<file path="src/design/cmdt_pkg.sv">
`default_nettype none
// ============================================================================
// cmdt_pkg: shared definitions of the CAN masked-ID dispatch table
//
// Table geometry, field widths, operation and status codes, and the types
// that pass between the sequencer, the slot RAM and the rank table.
// ============================================================================
package cmdt_pkg;

    // Table geometry.
    localparam int ENTRIES_PER_BUS = 16;
    localparam int BUS_COUNT       = 2;
    localparam int TOTAL_SLOTS     = ENTRIES_PER_BUS * BUS_COUNT;
    localparam int IDX_W           = (ENTRIES_PER_BUS > 1) ? $clog2(ENTRIES_PER_BUS) : 1;
    localparam int SLOT_W          = (TOTAL_SLOTS > 1) ? $clog2(TOTAL_SLOTS) : 1;
    localparam int RANK_W          = IDX_W;
    localparam bit BUS1_PRESENT    = (BUS_COUNT > 1);

    // Field widths.
    localparam int MODE_W    = 3;
    localparam int STATUS_W  = 3;
    localparam int ID_W      = 29;
    localparam int STD_ID_W  = 11;
    localparam int HANDLE_W  = 8;
    localparam int TARGET_W  = 8;
    localparam int PAYLOAD_W = 64;

    // Operation codes.
    localparam logic [MODE_W-1:0] MODE_ADD        = 3'd0;
    localparam logic [MODE_W-1:0] MODE_DEL_HANDLE = 3'd1;
    localparam logic [MODE_W-1:0] MODE_DEL_ID     = 3'd2;
    localparam logic [MODE_W-1:0] MODE_CHG_ID     = 3'd3;
    localparam logic [MODE_W-1:0] MODE_CHG_TARGET = 3'd4;
    localparam logic [MODE_W-1:0] MODE_FRAME      = 3'd5;

    // Status codes.
    localparam logic [STATUS_W-1:0] STAT_OK        = 3'd0;
    localparam logic [STATUS_W-1:0] STAT_NOT_FOUND = 3'd1;
    localparam logic [STATUS_W-1:0] STAT_DUPLICATE = 3'd2;
    localparam logic [STATUS_W-1:0] STAT_FULL      = 3'd3;
    localparam logic [STATUS_W-1:0] STAT_INVALID   = 3'd4;

    // What the shared compare unit tests an entry against.
    typedef enum logic [1:0] {
        KIND_HANDLE,
        KIND_EXACT,
        KIND_MASKED
    } match_kind_t;

    // One word of the slot RAM.
    typedef struct packed {
        logic [ID_W-1:0]     id;
        logic [ID_W-1:0]     mask;
        logic [HANDLE_W-1:0] owner;
        logic [TARGET_W-1:0] handler;
    } slot_word_t;

    // Update request for the valid and age-rank flops.
    typedef enum logic [1:0] {
        RANK_NOP,
        RANK_ADD,
        RANK_REMOVE
    } rank_op_t;

    typedef struct packed {
        rank_op_t          op;
        logic              bus;
        logic [SLOT_W-1:0] slot;
    } rank_cmd_t;

    // Physical slot of entry idx in the bank of bus.
    function automatic logic [SLOT_W-1:0] slot_addr(input logic bus,
                                                    input logic [IDX_W-1:0] idx);
        logic [SLOT_W-1:0] base;
        base = bus ? SLOT_W'(ENTRIES_PER_BUS) : SLOT_W'(0);
        return SLOT_W'(idx) + base;
    endfunction

endpackage
`default_nettype wire

</file>
<file path="src/design/cmdt_if.sv">
`default_nettype none
// ============================================================================
// cmdt_if: request and response channels of the dispatch table
//
// Each channel carries valid, ready and one word of payload fields.
// ============================================================================
interface cmdt_req_if;
    logic                                 valid;
    logic                                 ready;
    logic [cmdt_pkg::MODE_W-1:0]          mode;
    logic                                 bus_select;
    logic [cmdt_pkg::ID_W-1:0]            filter_id;
    logic [cmdt_pkg::ID_W-1:0]            filter_mask;
    logic [cmdt_pkg::HANDLE_W-1:0]        entry_handle;
    logic [cmdt_pkg::TARGET_W-1:0]        entry_target;
    logic                                 frame_is_extended;
    logic [cmdt_pkg::STD_ID_W-1:0]        frame_std_id;
    logic [cmdt_pkg::ID_W-1:0]            frame_ext_id;
    logic [cmdt_pkg::PAYLOAD_W-1:0]       frame_payload;

    modport source (
        output valid, mode, bus_select, filter_id, filter_mask, entry_handle,
               entry_target, frame_is_extended, frame_std_id, frame_ext_id,
               frame_payload,
        input  ready
    );
    modport sink (
        input  valid, mode, bus_select, filter_id, filter_mask, entry_handle,
               entry_target, frame_is_extended, frame_std_id, frame_ext_id,
               frame_payload,
        output ready
    );
endinterface

interface cmdt_rsp_if;
    logic                                 valid;
    logic                                 ready;
    logic [cmdt_pkg::STATUS_W-1:0]        status;
    logic                                 bus_out;
    logic [cmdt_pkg::HANDLE_W-1:0]        hit_handle;
    logic [cmdt_pkg::TARGET_W-1:0]        hit_target;
    logic [cmdt_pkg::PAYLOAD_W-1:0]       payload_out;

    modport source (
        output valid, status, bus_out, hit_handle, hit_target, payload_out,
        input  ready
    );
    modport sink (
        input  valid, status, bus_out, hit_handle, hit_target, payload_out,
        output ready
    );
endinterface
`default_nettype wire

</file>
<file path="src/design/cmdt_slot_ram.sv">
`default_nettype none
// ============================================================================
// cmdt_slot_ram: entry storage of the dispatch table
//
// One write port and one registered read port over all slots of both banks.
// ============================================================================
module cmdt_slot_ram (
    input  wire logic                        clk,
    input  wire logic                        we,
    input  wire logic [cmdt_pkg::SLOT_W-1:0] waddr,
    input  wire cmdt_pkg::slot_word_t        wdata,
    input  wire logic [cmdt_pkg::SLOT_W-1:0] raddr,
    output cmdt_pkg::slot_word_t             rdata
);

    cmdt_pkg::slot_word_t mem [cmdt_pkg::TOTAL_SLOTS];

    // Write port.
    always_ff @(posedge clk)
    begin
        if (we)
        begin
            mem[waddr] <= wdata;
        end
    end

    // Registered read port.
    always_ff @(posedge clk)
    begin
        rdata <= mem[raddr];
    end

endmodule
`default_nettype wire

</file>
<file path="src/design/cmdt_match_unit.sv">
`default_nettype none
// ============================================================================
// cmdt_match_unit: shared entry comparator
//
// Tests one stored entry against the search key: by owner handle, by exact
// filter id, or by the frame id masked with the entry's own mask.
// ============================================================================
module cmdt_match_unit (
    input  wire cmdt_pkg::match_kind_t       kind,
    input  wire logic [cmdt_pkg::ID_W-1:0]   key,
    input  wire cmdt_pkg::slot_word_t        entry,
    output logic                             hit
);

    logic [cmdt_pkg::ID_W-1:0] lhs;
    logic [cmdt_pkg::ID_W-1:0] rhs;

    // Pick the operands of the single 29-bit equality compare.
    always_comb
    begin
        case (kind)
            cmdt_pkg::KIND_HANDLE:
            begin
                lhs = {{(cmdt_pkg::ID_W - cmdt_pkg::HANDLE_W){1'b0}}, entry.owner};
                rhs = key;
            end
            cmdt_pkg::KIND_EXACT:
            begin
                lhs = entry.id;
                rhs = key;
            end
            cmdt_pkg::KIND_MASKED:
            begin
                lhs = entry.id;
                rhs = key & entry.mask;
            end
            default:
            begin
                lhs = entry.id;
                rhs = ~entry.id;
            end
        endcase
        hit = (lhs == rhs);
    end

endmodule
`default_nettype wire

</file>
<file path="src/design/cmdt_rank_table.sv">
`default_nettype none
// ============================================================================
// cmdt_rank_table: valid bits and age ranks of all slots
//
// Rank 0 is the newest entry of a bank. An add ages every valid entry of the
// bank by one; a remove closes the gap above the removed entry's rank.
// ============================================================================
module cmdt_rank_table (
    input  wire logic                        clk,
    input  wire logic                        rst_n,
    input  wire cmdt_pkg::rank_cmd_t         cmd,
    input  wire logic [cmdt_pkg::SLOT_W-1:0] rd_slot,
    output logic                             rd_valid,
    output logic [cmdt_pkg::RANK_W-1:0]      rd_rank
);

    logic                          valid_reg [cmdt_pkg::TOTAL_SLOTS];
    logic [cmdt_pkg::RANK_W-1:0]   rank_reg  [cmdt_pkg::TOTAL_SLOTS];
    logic [cmdt_pkg::RANK_W-1:0]   rem_rank;

    // Lookup for the scan and for the rank of the slot being removed.
    assign rd_valid = valid_reg[rd_slot];
    assign rd_rank  = rank_reg[rd_slot];
    assign rem_rank = rank_reg[cmd.slot];

    // Per-slot update logic.
    for (genvar t = 0; t < cmdt_pkg::TOTAL_SLOTS; t++)
    begin : g_slot
        localparam int BANK = t / cmdt_pkg::ENTRIES_PER_BUS;
        localparam logic [cmdt_pkg::SLOT_W-1:0] SLOT_ID = cmdt_pkg::SLOT_W'(t);

        logic in_bank;
        assign in_bank = (BANK == 0) ? !cmd.bus : cmd.bus;

        always_ff @(posedge clk or negedge rst_n)
        begin
            if (!rst_n)
            begin
                valid_reg[t] <= 1'b0;
                rank_reg[t]  <= '0;
            end
            else
            begin
                case (cmd.op)
                    cmdt_pkg::RANK_ADD:
                    begin
                        if (cmd.slot == SLOT_ID)
                        begin
                            valid_reg[t] <= 1'b1;
                            rank_reg[t]  <= '0;
                        end
                        else if (in_bank && valid_reg[t])
                        begin
                            rank_reg[t] <= rank_reg[t] + 1'b1;
                        end
                    end
                    cmdt_pkg::RANK_REMOVE:
                    begin
                        if (cmd.slot == SLOT_ID)
                        begin
                            valid_reg[t] <= 1'b0;
                        end
                        else if (in_bank && valid_reg[t] && (rank_reg[t] > rem_rank))
                        begin
                            rank_reg[t] <= rank_reg[t] - 1'b1;
                        end
                    end
                    default:
                    begin
                    end
                endcase
            end
        end
    end

    // An add must land in a free slot, and a remove must hit a live one.
    a_add_free: assert property (@(posedge clk) disable iff (!rst_n)
        (cmd.op == cmdt_pkg::RANK_ADD) |-> !valid_reg[cmd.slot])
        else $error("add targets a slot that is already valid");

    a_remove_live: assert property (@(posedge clk) disable iff (!rst_n)
        (cmd.op == cmdt_pkg::RANK_REMOVE) |-> valid_reg[cmd.slot])
        else $error("remove targets a slot that is not valid");

    a_add_newest: assert property (@(posedge clk) disable iff (!rst_n)
        (cmd.op == cmdt_pkg::RANK_ADD) |=>
        (valid_reg[$past(cmd.slot)] && (rank_reg[$past(cmd.slot)] == '0)))
        else $error("added slot is not valid with the newest rank");

    a_remove_clears: assert property (@(posedge clk) disable iff (!rst_n)
        (cmd.op == cmdt_pkg::RANK_REMOVE) |=> !valid_reg[$past(cmd.slot)])
        else $error("removed slot is still valid");

endmodule
`default_nettype wire

</file>
<file path="src/design/can_masked_id_dispatch_table_core.sv">
`default_nettype none
// ============================================================================
// can_masked_id_dispatch_table_core: masked CAN identifier dispatch table
//
// Per-bus routing table with add, delete, change and frame dispatch words.
// ============================================================================
// Each request word runs one operation on the bank named by bus_select and
// returns exactly one response word. A valid request scans the bank one entry
// per cycle through the single read port of the slot RAM and the shared
// comparator, and no new request is taken until it has finished; a request
// rejected as invalid argument skips the scan. Searches return the newest
// matching entry. The response sits in an output register, so a new request
// is taken while the previous response is still waiting; a finished operation
// waits only if that register is still full. The table is empty after reset
// with no clearing pass.
// ============================================================================
module can_masked_id_dispatch_table_core (
    input  wire logic   clk,
    input  wire logic   rst_n,
    cmdt_req_if.sink    req,
    cmdt_rsp_if.source  rsp
);

    typedef enum logic [3:0] {
        ST_IDLE   = 4'b0001,
        ST_SCAN   = 4'b0010,
        ST_LAST   = 4'b0100,
        ST_FINISH = 4'b1000
    } state_t;

    localparam logic [cmdt_pkg::IDX_W-1:0] LAST_IDX =
        cmdt_pkg::IDX_W'(cmdt_pkg::ENTRIES_PER_BUS - 1);

    state_t state_reg, state_next;

    // Captured request.
    logic [cmdt_pkg::MODE_W-1:0]     mode_reg;
    logic                            bus_reg;
    logic [cmdt_pkg::ID_W-1:0]       fid_reg;
    logic [cmdt_pkg::ID_W-1:0]       fmask_reg;
    logic [cmdt_pkg::HANDLE_W-1:0]   handle_reg;
    logic [cmdt_pkg::TARGET_W-1:0]   target_reg;
    logic [cmdt_pkg::ID_W-1:0]       key_reg;
    cmdt_pkg::match_kind_t           kind_reg;
    logic [cmdt_pkg::PAYLOAD_W-1:0]  payload_reg;
    logic                            invalid_reg;

    // Request decode.
    logic                            accept;
    logic                            in_bad;
    logic                            in_invalid;
    cmdt_pkg::match_kind_t           in_kind;
    logic [cmdt_pkg::ID_W-1:0]       in_key;

    // Scan state.
    logic [cmdt_pkg::IDX_W-1:0]      scan_idx_reg;
    logic                            cmp_vld_reg;
    logic [cmdt_pkg::IDX_W-1:0]      cmp_idx_reg;
    logic                            best_found_reg;
    logic [cmdt_pkg::IDX_W-1:0]      best_idx_reg;
    logic [cmdt_pkg::RANK_W-1:0]     best_rank_reg;
    cmdt_pkg::slot_word_t            best_word_reg;
    logic                            free_found_reg;
    logic [cmdt_pkg::IDX_W-1:0]      free_idx_reg;

    // Table access.
    logic                            ram_we;
    logic [cmdt_pkg::SLOT_W-1:0]     ram_waddr;
    cmdt_pkg::slot_word_t            ram_wdata;
    cmdt_pkg::slot_word_t            ram_rdata;
    cmdt_pkg::rank_cmd_t             rank_cmd;
    logic                            rd_valid;
    logic [cmdt_pkg::RANK_W-1:0]     rd_rank;
    logic                            match_hit;
    logic                            entry_hit;
    logic                            take_best;

    // Result.
    logic                            finish_go;
    logic [cmdt_pkg::STATUS_W-1:0]   res_status;
    logic [cmdt_pkg::HANDLE_W-1:0]   res_handle;
    logic [cmdt_pkg::TARGET_W-1:0]   res_target;
    logic [cmdt_pkg::PAYLOAD_W-1:0]  res_payload;
    logic                            out_valid_reg;
    logic [cmdt_pkg::STATUS_W-1:0]   out_status_reg;
    logic                            out_bus_reg;
    logic [cmdt_pkg::HANDLE_W-1:0]   out_handle_reg;
    logic [cmdt_pkg::TARGET_W-1:0]   out_target_reg;
    logic [cmdt_pkg::PAYLOAD_W-1:0]  out_payload_reg;

    // Handshake.
    assign req.ready = (state_reg == ST_IDLE);
    assign accept    = req.valid && req.ready;
    assign finish_go = (state_reg == ST_FINISH) && (!out_valid_reg || rsp.ready);

    // Decode the request: search kind, search key and argument checks.
    always_comb
    begin
        in_kind = cmdt_pkg::KIND_HANDLE;
        in_key  = req.filter_id;
        in_bad  = 1'b0;
        case (req.mode)
            cmdt_pkg::MODE_ADD:
            begin
                in_kind = cmdt_pkg::KIND_EXACT;
                in_bad  = (req.entry_target == '0);
            end
            cmdt_pkg::MODE_DEL_HANDLE:
            begin
                in_key = {{(cmdt_pkg::ID_W - cmdt_pkg::HANDLE_W){1'b0}}, req.entry_handle};
                in_bad = (req.entry_handle == '0);
            end
            cmdt_pkg::MODE_DEL_ID:
            begin
                in_kind = cmdt_pkg::KIND_EXACT;
            end
            cmdt_pkg::MODE_CHG_ID:
            begin
                in_key = {{(cmdt_pkg::ID_W - cmdt_pkg::HANDLE_W){1'b0}}, req.entry_handle};
            end
            cmdt_pkg::MODE_CHG_TARGET:
            begin
                in_key = {{(cmdt_pkg::ID_W - cmdt_pkg::HANDLE_W){1'b0}}, req.entry_handle};
                in_bad = (req.entry_target == '0);
            end
            cmdt_pkg::MODE_FRAME:
            begin
                in_kind = cmdt_pkg::KIND_MASKED;
                in_key  = req.frame_is_extended ? req.frame_ext_id :
                          {{(cmdt_pkg::ID_W - cmdt_pkg::STD_ID_W){1'b0}}, req.frame_std_id};
            end
            default:
            begin
                in_bad = 1'b1;
            end
        endcase
        in_invalid = in_bad || (req.bus_select && !cmdt_pkg::BUS1_PRESENT);
    end

    // Sequencer.
    always_comb
    begin
        state_next = state_reg;
        case (state_reg)
            ST_IDLE:
            begin
                if (accept)
                begin
                    state_next = in_invalid ? ST_FINISH : ST_SCAN;
                end
            end
            ST_SCAN:
            begin
                if (scan_idx_reg == LAST_IDX)
                begin
                    state_next = ST_LAST;
                end
            end
            ST_LAST:
            begin
                state_next = ST_FINISH;
            end
            ST_FINISH:
            begin
                if (finish_go)
                begin
                    state_next = ST_IDLE;
                end
            end
            default:
            begin
                state_next = ST_IDLE;
            end
        endcase
    end

    always_ff @(posedge clk or negedge rst_n)
    begin
        if (!rst_n)
        begin
            state_reg   <= ST_IDLE;
            cmp_vld_reg <= 1'b0;
            invalid_reg <= 1'b0;
        end
        else
        begin
            state_reg   <= state_next;
            cmp_vld_reg <= (state_reg == ST_SCAN);
            if (accept)
            begin
                invalid_reg <= in_invalid;
            end
        end
    end

    // Capture the request word.
    always_ff @(posedge clk)
    begin
        if (accept)
        begin
            mode_reg    <= req.mode;
            bus_reg     <= req.bus_select;
            fid_reg     <= req.filter_id;
            fmask_reg   <= req.filter_mask;
            handle_reg  <= req.entry_handle;
            target_reg  <= req.entry_target;
            key_reg     <= in_key;
            kind_reg    <= in_kind;
            payload_reg <= req.frame_payload;
        end
    end

    // Slot storage, read one entry per scan cycle.
    cmdt_slot_ram u_ram (
        .clk   (clk),
        .we    (ram_we),
        .waddr (ram_waddr),
        .wdata (ram_wdata),
        .raddr (cmdt_pkg::slot_addr(bus_reg, scan_idx_reg)),
        .rdata (ram_rdata)
    );

    cmdt_rank_table u_rank (
        .clk      (clk),
        .rst_n    (rst_n),
        .cmd      (rank_cmd),
        .rd_slot  (cmdt_pkg::slot_addr(bus_reg, cmp_idx_reg)),
        .rd_valid (rd_valid),
        .rd_rank  (rd_rank)
    );

    cmdt_match_unit u_match (
        .kind  (kind_reg),
        .key   (key_reg),
        .entry (ram_rdata),
        .hit   (match_hit)
    );

    // Keep the newest hit and the first free slot seen so far.
    assign entry_hit = cmp_vld_reg && rd_valid && match_hit;
    assign take_best = entry_hit && (!best_found_reg || (rd_rank < best_rank_reg));

    always_ff @(posedge clk or negedge rst_n)
    begin
        if (!rst_n)
        begin
            best_found_reg <= 1'b0;
            free_found_reg <= 1'b0;
        end
        else if (accept)
        begin
            best_found_reg <= 1'b0;
            free_found_reg <= 1'b0;
        end
        else
        begin
            if (take_best)
            begin
                best_found_reg <= 1'b1;
            end
            if (cmp_vld_reg && !rd_valid && !free_found_reg)
            begin
                free_found_reg <= 1'b1;
            end
        end
    end

    always_ff @(posedge clk)
    begin
        if (accept)
        begin
            scan_idx_reg <= '0;
        end
        else if (state_reg == ST_SCAN)
        begin
            scan_idx_reg <= scan_idx_reg + 1'b1;
        end
        cmp_idx_reg <= scan_idx_reg;
        if (take_best)
        begin
            best_idx_reg  <= cmp_idx_reg;
            best_rank_reg <= rd_rank;
            best_word_reg <= ram_rdata;
        end
        if (cmp_vld_reg && !rd_valid && !free_found_reg)
        begin
            free_idx_reg <= cmp_idx_reg;
        end
    end

    // Result and table update at the end of the scan.
    always_comb
    begin
        res_status    = cmdt_pkg::STAT_INVALID;
        res_handle    = '0;
        res_target    = '0;
        res_payload   = '0;
        ram_we        = 1'b0;
        ram_waddr     = cmdt_pkg::slot_addr(bus_reg, best_idx_reg);
        ram_wdata     = best_word_reg;
        rank_cmd.op   = cmdt_pkg::RANK_NOP;
        rank_cmd.bus  = bus_reg;
        if (!invalid_reg)
        begin
            case (mode_reg)
                cmdt_pkg::MODE_ADD:
                begin
                    if (best_found_reg)
                    begin
                        res_status = cmdt_pkg::STAT_DUPLICATE;
                    end
                    else if (!free_found_reg)
                    begin
                        res_status = cmdt_pkg::STAT_FULL;
                    end
                    else
                    begin
                        res_status        = cmdt_pkg::STAT_OK;
                        ram_waddr         = cmdt_pkg::slot_addr(bus_reg, free_idx_reg);
                        ram_wdata.id      = fid_reg;
                        ram_wdata.mask    = fmask_reg;
                        ram_wdata.owner   = handle_reg;
                        ram_wdata.handler = target_reg;
                        ram_we            = finish_go;
                        if (finish_go)
                        begin
                            rank_cmd.op = cmdt_pkg::RANK_ADD;
                        end
                    end
                end
                cmdt_pkg::MODE_DEL_HANDLE, cmdt_pkg::MODE_DEL_ID:
                begin
                    if (best_found_reg)
                    begin
                        res_status = cmdt_pkg::STAT_OK;
                        if (finish_go)
                        begin
                            rank_cmd.op = cmdt_pkg::RANK_REMOVE;
                        end
                    end
                    else
                    begin
                        res_status = cmdt_pkg::STAT_NOT_FOUND;
                    end
                end
                cmdt_pkg::MODE_CHG_ID:
                begin
                    if (best_found_reg)
                    begin
                        res_status     = cmdt_pkg::STAT_OK;
                        ram_wdata.id   = fid_reg;
                        ram_wdata.mask = fmask_reg;
                        ram_we         = finish_go;
                    end
                    else
                    begin
                        res_status = cmdt_pkg::STAT_NOT_FOUND;
                    end
                end
                cmdt_pkg::MODE_CHG_TARGET:
                begin
                    if (best_found_reg)
                    begin
                        res_status        = cmdt_pkg::STAT_OK;
                        ram_wdata.handler = target_reg;
                        ram_we            = finish_go;
                    end
                    else
                    begin
                        res_status = cmdt_pkg::STAT_NOT_FOUND;
                    end
                end
                cmdt_pkg::MODE_FRAME:
                begin
                    if (best_found_reg)
                    begin
                        res_status  = cmdt_pkg::STAT_OK;
                        res_handle  = best_word_reg.owner;
                        res_target  = best_word_reg.handler;
                        res_payload = payload_reg;
                    end
                    else
                    begin
                        res_status = cmdt_pkg::STAT_NOT_FOUND;
                    end
                end
                default:
                begin
                    res_status = cmdt_pkg::STAT_INVALID;
                end
            endcase
        end
        rank_cmd.slot = ram_waddr;
    end

    // Output register.
    always_ff @(posedge clk or negedge rst_n)
    begin
        if (!rst_n)
        begin
            out_valid_reg <= 1'b0;
        end
        else if (finish_go)
        begin
            out_valid_reg <= 1'b1;
        end
        else if (rsp.ready)
        begin
            out_valid_reg <= 1'b0;
        end
    end

    always_ff @(posedge clk)
    begin
        if (finish_go)
        begin
            out_status_reg  <= res_status;
            out_bus_reg     <= bus_reg;
            out_handle_reg  <= res_handle;
            out_target_reg  <= res_target;
            out_payload_reg <= res_payload;
        end
    end

    assign rsp.valid       = out_valid_reg;
    assign rsp.status      = out_status_reg;
    assign rsp.bus_out     = out_bus_reg;
    assign rsp.hit_handle  = out_handle_reg;
    assign rsp.hit_target  = out_target_reg;
    assign rsp.payload_out = out_payload_reg;

endmodule
`default_nettype wire
</file>
<file path="src/flat_wrapper.sv">
// flat-port wrapper written by rule: the top's interface ports become plain ports
module can_masked_id_dispatch_table_core_flat 
  (clk, rst_n, req_valid, req_mode, req_bus_select, req_filter_id, req_filter_mask, req_entry_handle, req_entry_target, req_frame_is_extended, req_frame_std_id, req_frame_ext_id, req_frame_payload, req_ready, rsp_valid, rsp_status, rsp_bus_out, rsp_hit_handle, rsp_hit_target, rsp_payload_out, rsp_ready);
  cmdt_req_if req_i ();
  cmdt_rsp_if rsp_i ();
  input  wire logic clk;
  input  wire logic rst_n;
  input wire logic [$bits(req_i.valid)-1:0] req_valid;
  input wire logic [$bits(req_i.mode)-1:0] req_mode;
  input wire logic [$bits(req_i.bus_select)-1:0] req_bus_select;
  input wire logic [$bits(req_i.filter_id)-1:0] req_filter_id;
  input wire logic [$bits(req_i.filter_mask)-1:0] req_filter_mask;
  input wire logic [$bits(req_i.entry_handle)-1:0] req_entry_handle;
  input wire logic [$bits(req_i.entry_target)-1:0] req_entry_target;
  input wire logic [$bits(req_i.frame_is_extended)-1:0] req_frame_is_extended;
  input wire logic [$bits(req_i.frame_std_id)-1:0] req_frame_std_id;
  input wire logic [$bits(req_i.frame_ext_id)-1:0] req_frame_ext_id;
  input wire logic [$bits(req_i.frame_payload)-1:0] req_frame_payload;
  output wire logic [$bits(req_i.ready)-1:0] req_ready;
  output wire logic [$bits(rsp_i.valid)-1:0] rsp_valid;
  output wire logic [$bits(rsp_i.status)-1:0] rsp_status;
  output wire logic [$bits(rsp_i.bus_out)-1:0] rsp_bus_out;
  output wire logic [$bits(rsp_i.hit_handle)-1:0] rsp_hit_handle;
  output wire logic [$bits(rsp_i.hit_target)-1:0] rsp_hit_target;
  output wire logic [$bits(rsp_i.payload_out)-1:0] rsp_payload_out;
  input wire logic [$bits(rsp_i.ready)-1:0] rsp_ready;
  assign req_i.valid = req_valid;
  assign req_i.mode = req_mode;
  assign req_i.bus_select = req_bus_select;
  assign req_i.filter_id = req_filter_id;
  assign req_i.filter_mask = req_filter_mask;
  assign req_i.entry_handle = req_entry_handle;
  assign req_i.entry_target = req_entry_target;
  assign req_i.frame_is_extended = req_frame_is_extended;
  assign req_i.frame_std_id = req_frame_std_id;
  assign req_i.frame_ext_id = req_frame_ext_id;
  assign req_i.frame_payload = req_frame_payload;
  assign req_ready = req_i.ready;
  assign rsp_valid = rsp_i.valid;
  assign rsp_status = rsp_i.status;
  assign rsp_bus_out = rsp_i.bus_out;
  assign rsp_hit_handle = rsp_i.hit_handle;
  assign rsp_hit_target = rsp_i.hit_target;
  assign rsp_payload_out = rsp_i.payload_out;
  assign rsp_i.ready = rsp_ready;
  can_masked_id_dispatch_table_core u_core (.clk(clk), .rst_n(rst_n), .req(req_i), .rsp(rsp_i));
endmodule
</file>
<file path="config.mk">
export PLATFORM = sky130hd
export DESIGN_NAME = can_masked_id_dispatch_table_core_flat
export DESIGN_NICKNAME = d
export VERILOG_FILES = /design/src/design/cmdt_pkg.sv /design/src/design/cmdt_if.sv /design/src/design/cmdt_slot_ram.sv /design/src/design/cmdt_match_unit.sv /design/src/design/cmdt_rank_table.sv /design/src/design/can_masked_id_dispatch_table_core.sv /design/src/flat_wrapper.sv
export SDC_FILE = /design/constraint.sdc
export NUM_CORES = 2
export LEC_CHECK = 0
export BUFFER_PORTS_ARGS = -buffer_cell sky130_fd_sc_hd__buf_2
export CAP_MARGIN = 10
export CORE_MARGIN = 2
export CORE_UTILIZATION = 39
export CTS_CLUSTER_SIZE = 24
export DETAILED_ROUTE_END_ITERATION = 10
export HOLD_SLACK_MARGIN = 0.08
export MAX_ROUTING_LAYER = met4
export PLACE_DENSITY = 0.62
export SLEW_MARGIN = 10
export SYNTH_ARGS = -nofsm -noshare
export SYNTH_HDL_FRONTEND = slang
export SYNTH_SLANG_ARGS = --single-unit
</file>
<file path="constraint.sdc">
create_clock -name clk -period 16.5 [get_ports clk]
set_input_delay 1.65 -clock clk [delete_from_list [all_inputs] [get_ports clk]]
set_output_delay 1.65 -clock clk [all_outputs]
set_load 0.02 [all_outputs]
</file>
; ---- After elaboration in Yosys (flattened, before gate mapping)
; Memories as Yosys holds them, arrays and structs flattened. A register that Yosys moved wholly into a read port is not among the register bits.
; Index checks and enable logic that the tools add are counted.
[totals]
elab_cells = 893
latch_bits = 0
register_bits = 520
mem_count = 1
mem_bits_ro = 0
inputBits = 187
ramBits = 2368
out_inout_bits = 86
[memory_table]
columns = memory, depth, width, rd, rd_ports_with_merged_regs, write_ports, line_no
row1 = u_core.u_ram.mem, 32, 74, 1, 1, 1, cmdt_slot_ram.sv:16  ; cmdt_pkg::slot_word_t mem [cmdt_pkg::TOTAL_SLOTS];
[op_classes]
n_addsub = 69
n_eq_ne = 214
order_cmp = 35
n_reduce_logical = 162
shifts = 0
mux = 313
multipliers = 0
n_div = 0
bitwise_logic = 6
[ops]
columns = operator, n
row1 = $mux W4, 136
row2 = $ne A2 B2 Y1 const B, 129
row3 = $pmux W4 S2, 32
row4 = $mux W74, 3
row5 = $add A4 B1 Y4 const B, 33
row6 = $gt A4 B4 Y1, 32
row7 = $reduce_and A4 Y1, 32
row8 = $sub A4 B1 Y4 const B, 32
row9 = $pmux W29 S2, 2
row10 = $pmux W58 S2, 1
row11 = $reduce_and A3 Y1, 33
row12 = $ne A3 B3 Y1 const B, 32
row13 = $eq A5 B5 Y1 const B, 16
row14 = $mux W1, 80
row15 = $logic_and A1 B1 Y1, 71
row16 = $pmux W1 S2, 33
row17 = $mux W29, 2
row18 = $mux W58, 1
row19 = $bmux W4 S5, 2
row20 = $eq A5 B4 Y1 const B, 8
row21 = $and A29 B29 Y29, 1
row22 = $eq A29 B29 Y1, 1
row23 = $not A29 Y29, 1
row24 = $mux W5, 5
row25 = other kinds (37), 81

; ---- Depth between registers and ports, before layout
[depth]
ltp_word = 15
ltp_mapped = 20
depth_no_buf = 15

; ---- By module
; From an unflattened synthesis, not the netlist that was laid out.
[unflattened]
cells_unflattened = 7071
hier_area_um2 = 123292.0
[modules_own_cells]
columns = module, n_inst, area_each_um2, seq_area_each_um2, cells_per_inst
row1 = cmdt_slot_ram, 1, 91524.0, 72589.6, 4349
row2 = cmdt_rank_table, 1, 17045.1, 4003.8, 1791
row3 = can_masked_id_dispatch_table_core, 1, 13471.7, 10686.5, 725
row4 = cmdt_match_unit, 1, 1251.2, 0.0, 206

; ---- Least setup slack after synthesis
; Ideal clock, no wire load.
[synth_timing]
kind = input port to flip-flop
from = input rsp_ready
to = memory u_core.u_ram.mem[0][0] in the netlist's numbering (enable)
t_arrival_ns = 11.551
setup_time_ns = 0.597
t_required_ns = 15.903
path_buffers = 0
stages = 4
slack_ns = 4.352
path_cell_list = nand2b_1 -> nor2b_1 -> nand3b_1 -> nor3_1
[synth_via]
elab_chain_len = 8
elab_cells_between_ends = 9
classes_between = 7 x mux / 2 x reduce/logical
[synth_lines]
columns = element, line_no
row1 = "start, declared", flat_wrapper.sv:26  ; input wire logic [$bits(rsp_i.ready)-1:0] rsp_ready;
row2 = $logic_or A1 B1 Y1 *, can_masked_id_dispatch_table_core.sv:94  ; assign finish_go = (state_reg == ST_FINISH) && (!out_valid_reg || rsp.ready);
row3 = $logic_and A1 B1 Y1 *, can_masked_id_dispatch_table_core.sv:94
row4 = net u_core.finish_go, can_masked_id_dispatch_table_core.sv:79  ; logic finish_go;
row5 = $mux W1, can_masked_id_dispatch_table_core.sv:312  ; else if (!free_found_reg)
row6 = $mux W1, can_masked_id_dispatch_table_core.sv:308  ; if (best_found_reg)
row7 = $pmux W1 S2 *, can_masked_id_dispatch_table_core.sv:305  ; case (mode_reg)
row8 = $mux W1 *, can_masked_id_dispatch_table_core.sv:303  ; if (!invalid_reg)
row9 = $mux W1 *, cmdt_slot_ram.sv:21  ; if (we)
row10 = $mux W1 (not written as such) *, cmdt_slot_ram.sv:23  ; mem[waddr] <= wdata;
row11 = "end, declared", cmdt_slot_ram.sv:16
; The timed path passes the listed nets; every way through them passes the cells marked *.

; ---- Worst setup path in the final report
[layout_timing]
from = register u_core.bus_reg
to = register u_core.best_word_reg[55] in the netlist's numbering (enable)
[layout_via]
elab_chain_len = 9
elab_cells_between_ends = 14
classes_between = 1 x add/sub / 1 x order compare / 7 x mux / 1 x bitwise / 4 x reduce/logical
[layout_lines]
columns = element, line_no
row1 = "start, declared", can_masked_id_dispatch_table_core.sv:38  ; logic bus_reg;
row2 = "start signal, assigned", can_masked_id_dispatch_table_core.sv:202  ; bus_reg <= req.bus_select;
row3 = $mux W5 *, cmdt_pkg.sv:75  ; base = bus ? SLOT_W'(ENTRIES_PER_BUS) : SLOT_W'(0);
row4 = $add A4 B5 Y5 *, cmdt_pkg.sv:76  ; return SLOT_W'(idx) + base;
row5 = $not A5 Y6 (not written as such) *, "cmdt_rank_table.sv:22, cmdt_rank_table.sv:23"
row6 = $bmux W4 S5 / $bmux W1 S5 (equally long branches), "cmdt_rank_table.sv:23, cmdt_rank_table.sv:22"
row7 = $mux W4 (not written as such) / $mux W1 (equally long branches) (2 in series), "cmdt_rank_table.sv:23, cmdt_rank_table.sv:22"
row8 = $lt A4 B4 Y1 / $logic_and A1 B1 Y1 (equally long branches), "can_masked_id_dispatch_table_core.sv:241, can_masked_id_dispatch_table_core.sv:240"
row9 = $logic_or A1 B1 Y1 / $logic_and A1 B1 Y1 (equally long branches), "can_masked_id_dispatch_table_core.sv:241, can_masked_id_dispatch_table_core.sv:240"
row10 = $logic_and A1 B1 Y1 *, can_masked_id_dispatch_table_core.sv:241  ; assign take_best = entry_hit && (!best_found_reg || (rd_rank < best_rank_reg));
row11 = net u_core.take_best, can_masked_id_dispatch_table_core.sv:76  ; logic take_best;
row12 = "end signal, assigned", can_masked_id_dispatch_table_core.sv:283  ; best_word_reg <= ram_rdata;
row13 = "end, declared", can_masked_id_dispatch_table_core.sv:62  ; cmdt_pkg::slot_word_t best_word_reg;
; The timed path passes the listed nets; every way through them passes the cells marked *. The select of a mux whose other input is x is not followed.
; A chain may end at the register's enable or synchronous reset.

==> flow_summary.json <==
{
  "status": "finished, final reports clean",
  "post_cts_buffers": 0,
  "first_pass_iters": 6,
  "wirelength_um": 359000,
  "stdcell_count": 11403,
  "synth_top_family_by_area": "multiplexers",
  "wl_per_cell_um": 31.5,
  "endpoint_kind": "flip-flop",
  "worst_ep_required_time_ns": 17.01,
  "fin_area_mm2": 0.140,
  "vdd_drop_max_mv": 0.120,
  "critPathLaunch": "u_core.bus_reg",
  "relSlewSlack_pct": 12.6,
  "cts_hold_buf": 0,
  "synth_edf_count": 2711,
  "finalPower_mw": 18.6,
  "num_io_pins": 273,
  "ys_warn_count": 0,
  "portBuffers": 272,
  "max_freq_mhz": 148,
  "htree_levels": 5,
  "antenna_found_initial": 35,
  "std_cell_rows": 205,
  "arrival_ns": 7.27,
  "largest_reg_flops": 2368,
  "drive_above_1_share_pct": 26.1,
  "mostFrequentLayoutCells": "edfxtp_1, mux4_2, nand2_1",
  "insertion_delay_ns": 0.95,
  "synth_cell_types": 92,
  "max_slew.worst_pin.slew_ns": 1.31,
  "netlist_top_cells_area": "edfxtp_1, mux4_2, dfrtp_1, ha_1, dfxtp_1",
  "via_per_inst": 5.97,
  "clock_skew_ns": 0.0807,
  "yosysSeqAreaShare_pct": 71.1,
  "route.vias.total": 68106,
  "cap_violations": 0,
  "setup_viol": 0,
  "power_density_mw_per_mm2": 132,
  "min_period_ns": 6.76,
  "grt_max_degree": 154,
  "path_cells": "buf_12 > mux4_2 > mux2i_1 > and3_1 > nor4b_2 > o2111ai_1 > nor3_2 > o31a_2 > buf_4",
  "crit_slowest_cell": "nor4b_2",
  "clockBufferDepth": 4,
  "cts-root-buf": "clkbuf_16",
  "first_global_vias": 67293,
  "hold_depth": 0,
  "synthArstFlopShare_pct": 5.71,
  "setup-tns-final_ns": 0,
  "worstSetupEndpoint": "u_core.best_word_reg[55]",
  "layout_commonest_cell": "edfxtp_1",
  "post_cts_resized": 0,
  "fin_nets": 7351,
  "cts_tree": "done",
  "leakagePower_nw": 45.5,
  "final_antenna_net_count": 0,
  "synthXorXnorAreaFrac_pct": 0.136,
  "grt_pass1_wl_um": 505000,
  "dieHeight_um": 565,
  "netlist_area_mm2": 0.123,
  "overflow": 0,
  "internal_power_mw": 13.9,
  "hp-class": "flip-flop to flip-flop",
  "synth_area_per_cell_um2": 18.7,
  "synth_compound_area_share_pct": 4.54,
  "netSwitchingFraction_pct": 24.9,
  "path_max_fanout": 98,
  "initial_core_util_pct": 39.3,
  "syn_to_final_growth_pct": 14.3,
  "syn_nets": 6964,
  "min_period_over_period_pct": 40.9,
  "timing.rr.start": "u_core.bus_reg",
  "comb_power_share_pct": 14.6,
  "yosysTopAreaCellShare_pct": 66.3,
  "place_area_mm2": 0.130,
  "clk_pin_slew_ns": 0.06,
  "seq_power_share_pct": 46.5,
  "rsz0062_at_grt": "false",
  "clock-sinks": 2962,
  "path_class": "flip-flop to flip-flop",
  "muxShareOfSynthArea_pct": 16.1,
  "ys_ff_latch": 2962,
  "finalHoldViolations": 0,
  "die_area_mm2": 0.319,
  "numCtsBuffers": 321,
  "gp_congestion": 0.902,
  "synth_fa_ha_area_share_pct": 2.02,
  "worst_r2r_path_depth": 9,
  "nFillCells": 26487,
  "synth_area_leader_cell": "edfxtp_1",
  "r2r_setup_slack_ns": 9.74,
  "synth-simple-area-share_pct": 4.54,
  "dieWidth_um": 565,
  "slew_violations": 0,
  "core_area_mm2": 0.312,
  "track_usage_pct": 22.9,
  "drt_iter0_drc": 9061,
  "placedCellCount": 10782,
  "netSwitchingPower_mw": 4.63,
  "drc": 0,
  "startpoint_type": "flip-flop",
  "reg2reg_to": "u_core.best_word_reg[55]",
  "synth_ff_type": "edfxtp_1",
  "slowest_delay_ns": 1.11,
  "synthCells": 6579,
  "dp_hpwl_um": 201000,
  "clkPwrFrac_pct": 39.0
}
==> power groups by stage <==
stage          logic (mW)  registers (mW)  clock network [mW]
2_1_floorplan        2.10            8.62                   0
3_3_place_gp         2.72            8.77                   0
3_5_place_dp         2.74            8.77                   0
4_1_cts              2.75            8.62                7.34
5_1_grt              2.90            8.63                7.60
6_report             2.71            8.63                7.24
==> final cells by class <==
class | instances | area (µm²) | share of cell area [%]
Clock inverter | 167 | 1780 | 1.27
Antenna cell | 35 | 87.6 | 0.0624
Timing Repair Buffer | 416 | 2680 | 1.91
Sequential cell | 2962 | 87300 | 62.2
Multi-Input combinational cell | 3139 | 34000 | 24.2
Tap cell | 4140 | 5180 | 3.69
Clock buffer | 418 | 8780 | 6.26
Inverter | 126 | 480 | 0.343
==> how the worst min path moves through the flow <==
stage,startpoint,endpoint,slack [ns]
floorplan,u_core.scan_idx_reg[2],u_core.cmp_idx_reg[2],0.33
global placement,u_core.u_ram.rdata[3],u_core.best_word_reg[3],0.40
detailed placement,u_core.u_ram.rdata[3],u_core.best_word_reg[3],0.39
CTS,u_core.u_ram.rdata[1],u_core.best_word_reg[1],0.40
global route,u_core.u_ram.rdata[2],u_core.best_word_reg[2],0.41
finish,u_core.u_ram.rdata[2],u_core.best_word_reg[2],0.40
==> critical path: cells and delay by family, from the launching register on <==
| kind | cells | cell delay (ns) |
|---|---|---|
| AOI/OAI and AO/OA | 2 | 0.97 |
| and+or+nand+nor | 3 | 2.10 |
| muxes | 2 | 0.49 |
| buffers and inverters | 2 | 1.44 |
| DFF | 1 | 1.02 |
==> cell families after synthesis <==
family | after synthesis
buf+inv | 478
simple gates | 1091
flops | 2962
compound gates | 845
fa+ha+maj | 198
mux | 986
xor+xnor | 19
==> metal layers <==
metal	vias up	part of all wire (%)	GRT usage, %	wire length (µm)
met5	-	0	-	0
met3	662	8.3	3.51	29700
met2	3466	49	36.4	175000
met4	0	4.4	9.24	15900
li1	27797	-	-	-
met1	36181	39	29.5	139000
==> through the flow <==
step	worst slack (ns)	hold slack, ns	utilization, %
global placement	9.17	0.396	41.5
CTS	9.62	0.405	44.9
detailed placement	9.65	0.391	41.5
finish	9.74	0.405	44.9
global route	9.74	0.405	44.9
floorplan	4.35	0.329	-
==> synthesized netlist by cell type, types with 34 or more instances <==
master and count:
a21o_1 36, a21oi_1 181, a22o_1 49, a31oi_1 55, and2_1 99, buf_1 91
clkbuf_1 228, dfrtp_1 168, dfxtp_1 82, edfxtp_1 2711, ha_1 198, inv_1 124
mux2_2 95, mux2i_1 107, mux4_2 784, nand2_1 420, nand3_1 56, nand4_1 34
nor2_1 181, nor2b_1 51, nor3_1 42, nor4b_1 36, o211ai_1 42, o21a_1 40
o21ai_0 193, o22ai_1 45
No activity file was read; power rests on OpenSTA's default activity.
